<file path="src/rtl/led128_pkg.sv">
`default_nettype none
// ----------------------------------------------------------------------------
// led128_pkg
// Shared types, constants and round functions of the LED-style block cipher.
// ----------------------------------------------------------------------------
package led128_pkg;

  typedef logic [63:0] block_t;
  typedef logic [3:0]  nib_t;
  typedef logic [5:0]  rc_t;

  // 4-bit substitution box
  localparam nib_t SBOX [16] = '{
    4'hC, 4'h5, 4'h6, 4'hB, 4'h9, 4'h0, 4'hA, 4'hD,
    4'h3, 4'hE, 4'hF, 4'h8, 4'h4, 4'h7, 4'h1, 4'h2
  };

  // key-size constants xored into column 0, rows 0 to 3
  localparam nib_t KS_ROW0 = 4'h8;
  localparam nib_t KS_ROW1 = 4'h9;
  localparam nib_t KS_ROW2 = 4'h2;
  localparam nib_t KS_ROW3 = 4'h3;

  // rounds per step
  localparam int ROUNDS_PER_STEP = 4;

  // round constant after n+1 advances of the lfsr, starting from zero
  function automatic rc_t rc_at(input int n);
    rc_t rc;
    rc = '0;
    for (int i = 0; i <= n; i++) begin
      rc = {rc[4:0], rc[5] ^ rc[4] ^ 1'b1};
    end
    return rc;
  endfunction

  // multiply by x in GF(16), x^4+x+1
  function automatic nib_t gf_dbl(input nib_t a);
    return {a[2:0], 1'b0} ^ (a[3] ? 4'h3 : 4'h0);
  endfunction

  // in-place column mix, later rows use rows already updated
  function automatic logic [15:0] mix_col(input logic [15:0] col);
    nib_t a0, a1, a2, a3;
    a0 = col[3:0];
    a1 = col[7:4];
    a2 = col[11:8];
    a3 = col[15:12];
    a0 = gf_dbl(gf_dbl(a0)) ^ a1 ^ gf_dbl(a2) ^ gf_dbl(a3);
    a1 = gf_dbl(gf_dbl(a1)) ^ a2 ^ gf_dbl(a3) ^ gf_dbl(a0);
    a2 = gf_dbl(gf_dbl(a2)) ^ a3 ^ gf_dbl(a0) ^ gf_dbl(a1);
    a3 = gf_dbl(gf_dbl(a3)) ^ a0 ^ gf_dbl(a1) ^ gf_dbl(a2);
    return {a3, a2, a1, a0};
  endfunction

endpackage
`default_nettype wire

</file>
<file path="src/rtl/led128_round_cell.sv">
`default_nettype none
// ----------------------------------------------------------------------------
// led128_round_cell
// One cipher round as a pipeline cell: optional key add, constants, S-box,
// row shift and column mix, registered with its valid bit.
// ----------------------------------------------------------------------------
module led128_round_cell
  import led128_pkg::*;
#(
  parameter bit        ADD_KEY = 1'b0,
  parameter logic [5:0] RC     = 6'h01
) (
  input  wire         clk,
  input  wire         rst,
  input  wire         en,
  input  wire         in_valid,
  input  wire block_t in_data,
  input  wire block_t key,
  output logic        out_valid,
  output block_t      out_data
);

  block_t keyed;
  nib_t   st  [16];
  nib_t   sub [16];
  block_t round_out;

  // key add at the start of a step
  assign keyed = ADD_KEY ? (in_data ^ key) : in_data;

  // add constants, substitute and shift rows
  always_comb begin
    for (int k = 0; k < 16; k++) begin
      st[k] = keyed[4*k +: 4];
    end
    st[0]  = st[0]  ^ KS_ROW0;
    st[4]  = st[4]  ^ KS_ROW1;
    st[8]  = st[8]  ^ KS_ROW2;
    st[12] = st[12] ^ KS_ROW3;
    st[1]  = st[1]  ^ {1'b0, RC[5:3]};
    st[9]  = st[9]  ^ {1'b0, RC[5:3]};
    st[5]  = st[5]  ^ {1'b0, RC[2:0]};
    st[13] = st[13] ^ {1'b0, RC[2:0]};
    for (int r = 0; r < 4; r++) begin
      for (int c = 0; c < 4; c++) begin
        sub[4*r + c] = SBOX[st[4*r + ((c + r) % 4)]];
      end
    end
  end

  // column mix
  always_comb begin
    for (int c = 0; c < 4; c++) begin
      {round_out[4*(12+c) +: 4], round_out[4*(8+c) +: 4],
       round_out[4*(4+c) +: 4], round_out[4*c +: 4]} =
        mix_col({sub[12+c], sub[8+c], sub[4+c], sub[c]});
    end
  end

  // valid bit
  always_ff @(posedge clk) begin
    if (rst) begin
      out_valid <= 1'b0;
    end else if (en) begin
      out_valid <= in_valid;
    end
  end

  // state register
  always_ff @(posedge clk) begin
    if (en) begin
      out_data <= round_out;
    end
  end

endmodule
`default_nettype wire

</file>
<file path="config.mk">
export PLATFORM = sky130hd
export DESIGN_NAME = led128_round_cell
export DESIGN_NICKNAME = d
export VERILOG_FILES = /design/src/rtl/led128_pkg.sv /design/src/rtl/led128_round_cell.sv
export SDC_FILE = /design/constraint.sdc
export NUM_CORES = 1
export LEC_CHECK = 0
export ABC_AREA = 0
export BUFFER_PORTS_ARGS = -buffer_cell sky130_fd_sc_hd__buf_2
export CAP_MARGIN = 20
export CORE_MARGIN = 3
export CORE_UTILIZATION = 40
export CTS_CLUSTER_SIZE = 12
export DETAILED_ROUTE_END_ITERATION = 8
export PLACE_DENSITY = 0.69
export SETUP_SLACK_MARGIN = 0.4
export SLEW_MARGIN = 40
export SYNTH_ARGS = -nofsm -noshare
export SYNTH_HDL_FRONTEND = slang
export SYNTH_SLANG_ARGS = --single-unit
</file>
<file path="constraint.sdc">
create_clock -name clk -period 4.11 [get_ports clk]
set_input_delay 0.822 -clock clk [delete_from_list [all_inputs] [get_ports clk]]
set_output_delay 0.822 -clock clk [all_outputs]
set_load 0.01 [all_outputs]
</file>
==> run_results.csv <==
group,metric,value,unit
cts,cts-root-buf,"clkbuf_16",
global_routing,grt_first_pass_wirelength,21.7,mm
yosys,synth_top_family_by_area,"XOR/XNOR gates",
yosys,synth.yosys.seq_area_share,27.7,%
critical_path,path_max_fanout,5,
global_routing,grt_max_degree,35,
timing,timing_hold_violations_final,0,
floorplanning,initial_utilization,41.5,%
placed_design,hpwl,10.7,mm
outcome,outcome,"finished, final reports clean",
critical_path,arrival,3670,ps
critical_path,crit_path_end_kind,"flip-flop",
yosys,ys_top_cells_by_area,"edfxtp_1, xnor2_1, ha_1, mux4_2, xor2_1",
timing,tns,0,ps
job,maxCapViolCount,0,
yosys,synth.avg_cell_area,11.0,um2
critical_path,critPathLaunchType,"primary input",
timing,drv_slew,0,
cts,cts_tree,"done",
placed_design,gp_congestion,0.849,
timing,max_freq,278,MHz
yosys,ys_seq_elements,65,
layout,drive_gt1_share,24.0,%
yosys,yosysWarnings,0,
layout,num_antenna_cells,0,
floorplanning,row_count,47,
detailed_routing,totalWireLength,12.6,mm
critical_path,worstPathRequired,4180,ps
floorplanning,dieWidth,138,um
cts,htree_num_levels,3,
global_routing,grt_pass1_vias,4633,
yosys,synthMuxAreaShare,10.5,%
power_and_ir_drop,leakage,0.00351,uW
floorplanning,dieArea,19100,um2
global_routing,antenna_found_initial,0,
yosys,netlist.area_leader.share,27.4,%
timing,tightest_slew,612,ps
timing,fin_ws,511,ps
yosys,synth-compound-area-share,7.02,%
cts,cts_buffers,9,
detailed_routing,met2_wirelength,6.36,mm
timing,relSlewSlack,58.8,%
yosys,synth.distinct_cells,47,
cts,clkTransAtPathRegs,50,ps
yosys,yosysTopAreaCell,"edfxtp_1",
cts,post_cts_buffers,0,
timing,post-route-min-period,3600,ps
cts,clockBufferDepth,2,
yosys,synth_edf_count,64,
layout,design_area,8170,um2
yosys,yosys_most_used_dff,"edfxtp_1",
timing,setup_viol,0,
yosys,synth_xor_area_share,31.5,%
timing,period_share,87.6,%
detailed_routing,dr.first_iter.drc_count,144,
cts,cts_sinks,65,
detailed_routing,antenna_left,0,
detailed_routing,routed.top_layer,"met4",
detailed_routing,num_vias,4628,
detailed_routing,viasPerCell,4.67,
detailed_routing,drc,0,
yosys,synth-adder-area-share,14.3,%
floorplanning,ioPinCount,197,
floorplanning,core_area,16900,um2
cts,insertion_delay,330,ps
power_and_ir_drop,peakVddDrop,0.000391,V
cts,hold_buffers,0,
timing,final.setup_skew,0,ps
yosys,synthTopCellsByCount,"xnor2_1, ha_1, edfxtp_1",
detailed_routing,routedWlPerCell,12.7,um
power_and_ir_drop,power_density,587,nW/um2
layout,fin_nets,978,
placed_design,place.port_buffers,132,
floorplanning,die_height,138,um
detailed_routing,wl_met3,565,um
layout,syn2layout_area_growth,16.6,%
global_routing,grt_overflow,0,
yosys,synthArstFlopShare,0,%
hold_path,hold_path_class,"flip-flop to flip-flop",
timing,rsz0062_at_grt,"no",
placed_design,placedInstanceArea,7880,um2
placed_design,pre_cts_ws,153,ps
detailed_routing,dr.pass1.iters,4,
yosys,yosys.area_share.simple,4.31,%
global_routing,grt_usage,13.5,%
yosys,syn_nets,849,
power_and_ir_drop,p_total,4800,uW
yosys,synthCells,637,
yosys,netlist_area,7000,um2
critical_path,path_class,"primary input to flip-flop",
detailed_routing,m1WireLength,5.44,mm
yosys,yosysMostFrequentCell,"xnor2_1",
==> cell families (layout without fill, tap and decap cells) <==
family          Yosys count  count (layout)
compound gates           76              76
simple gates             65              65
buf+inv                  81             214
xor+xnor                227             227
fa+ha+maj                80              80
mux                      43              43
flops                    65              65
==> timing repair <==
| action | 4_1_cts | 5_1_grt |
|---|---|---|
| endpoints found under the hold margin | 0 | 0 |
| setup endpoints to repair | 0 | 2 |
| gates resized for setup | 0 | 1 |
==> final cells by class <==
| type | count | area, um2 |
|---|---|---|
| multi-input cells | 491 | 4750 |
| inverters | 63 | 236 |
| repair buffers | 136 | 693 |
| flip-flops and latches | 65 | 1940 |
| clock buffers | 10 | 229 |
| fillers | 1562 | 8710 |
| clock inverters | 5 | 47.5 |
| well taps | 220 | 275 |
==> layout by cell type (no fill, tap or decap), types with 3 or more instances in the layout <==
master / instances
clkbuf_16: 9
a211oi_1: 12
ha_1: 80
a31oi_1: 4
buf_2: 131
xor2_1: 53
clkinv_1: 3
nor2b_1: 11
o21ai_0: 14
edfxtp_1: 64
mux4_2: 23
mux2i_1: 17
nand2_1: 12
nor3_1: 4
buf_4: 5
nand2b_1: 5
xnor2_1: 158
o21ai_1: 12
nor2_1: 29
xor3_1: 4
xnor3_1: 5
a21oi_1: 18
inv_1: 62
==> metal layers <==
metal,global-route usage [%],up-vias
li1,-,2406
met5,0,-
met2,23.7,87
met3,2.97,15
met1,16.3,2120
met4,5.20,0
==> path summary, 6_finish.rpt <==
check | startpoint | to | slack [ps] | cells past startpoint
hold reg to reg | out_valid | out_valid | 490 | 2
setup reg to reg | out_valid | out_valid | 3540 | 2
hold / removal | out_valid | out_valid | 490 | 2
setup / recovery | in_data[5] | out_data[38] | 510 | 10
==> state kept, by name, summed over array words and instances, names as in the netlist <==
signal,cells
out_data,64
out_valid,1
==> stage by stage <==
stage               util, %  hold slack, ps  std cells
global placement       46.7             486        975
CTS                    48.3             497        990
floorplan                 -             528        637
finish                 48.4             488        990
detailed placement     46.7             481        975
global route           48.4             602        990
==> report_power, final <==
part	internal [uW]	switching [uW]
Combinational	1360	1350
Clock	458	251
Sequential	1310	66.9
Total	3130	1670
==> critical path, cell delays in order <==
cell	delay [ps]
buf_2	130
clkinv_1	110
ha_1	340
mux4_2	530
xnor2_4	190
xor3_2	500
xor3_1	410
xnor3_2	310
xnor2_2	230
xnor2_1	90
(Power assumes the default switching activity.)
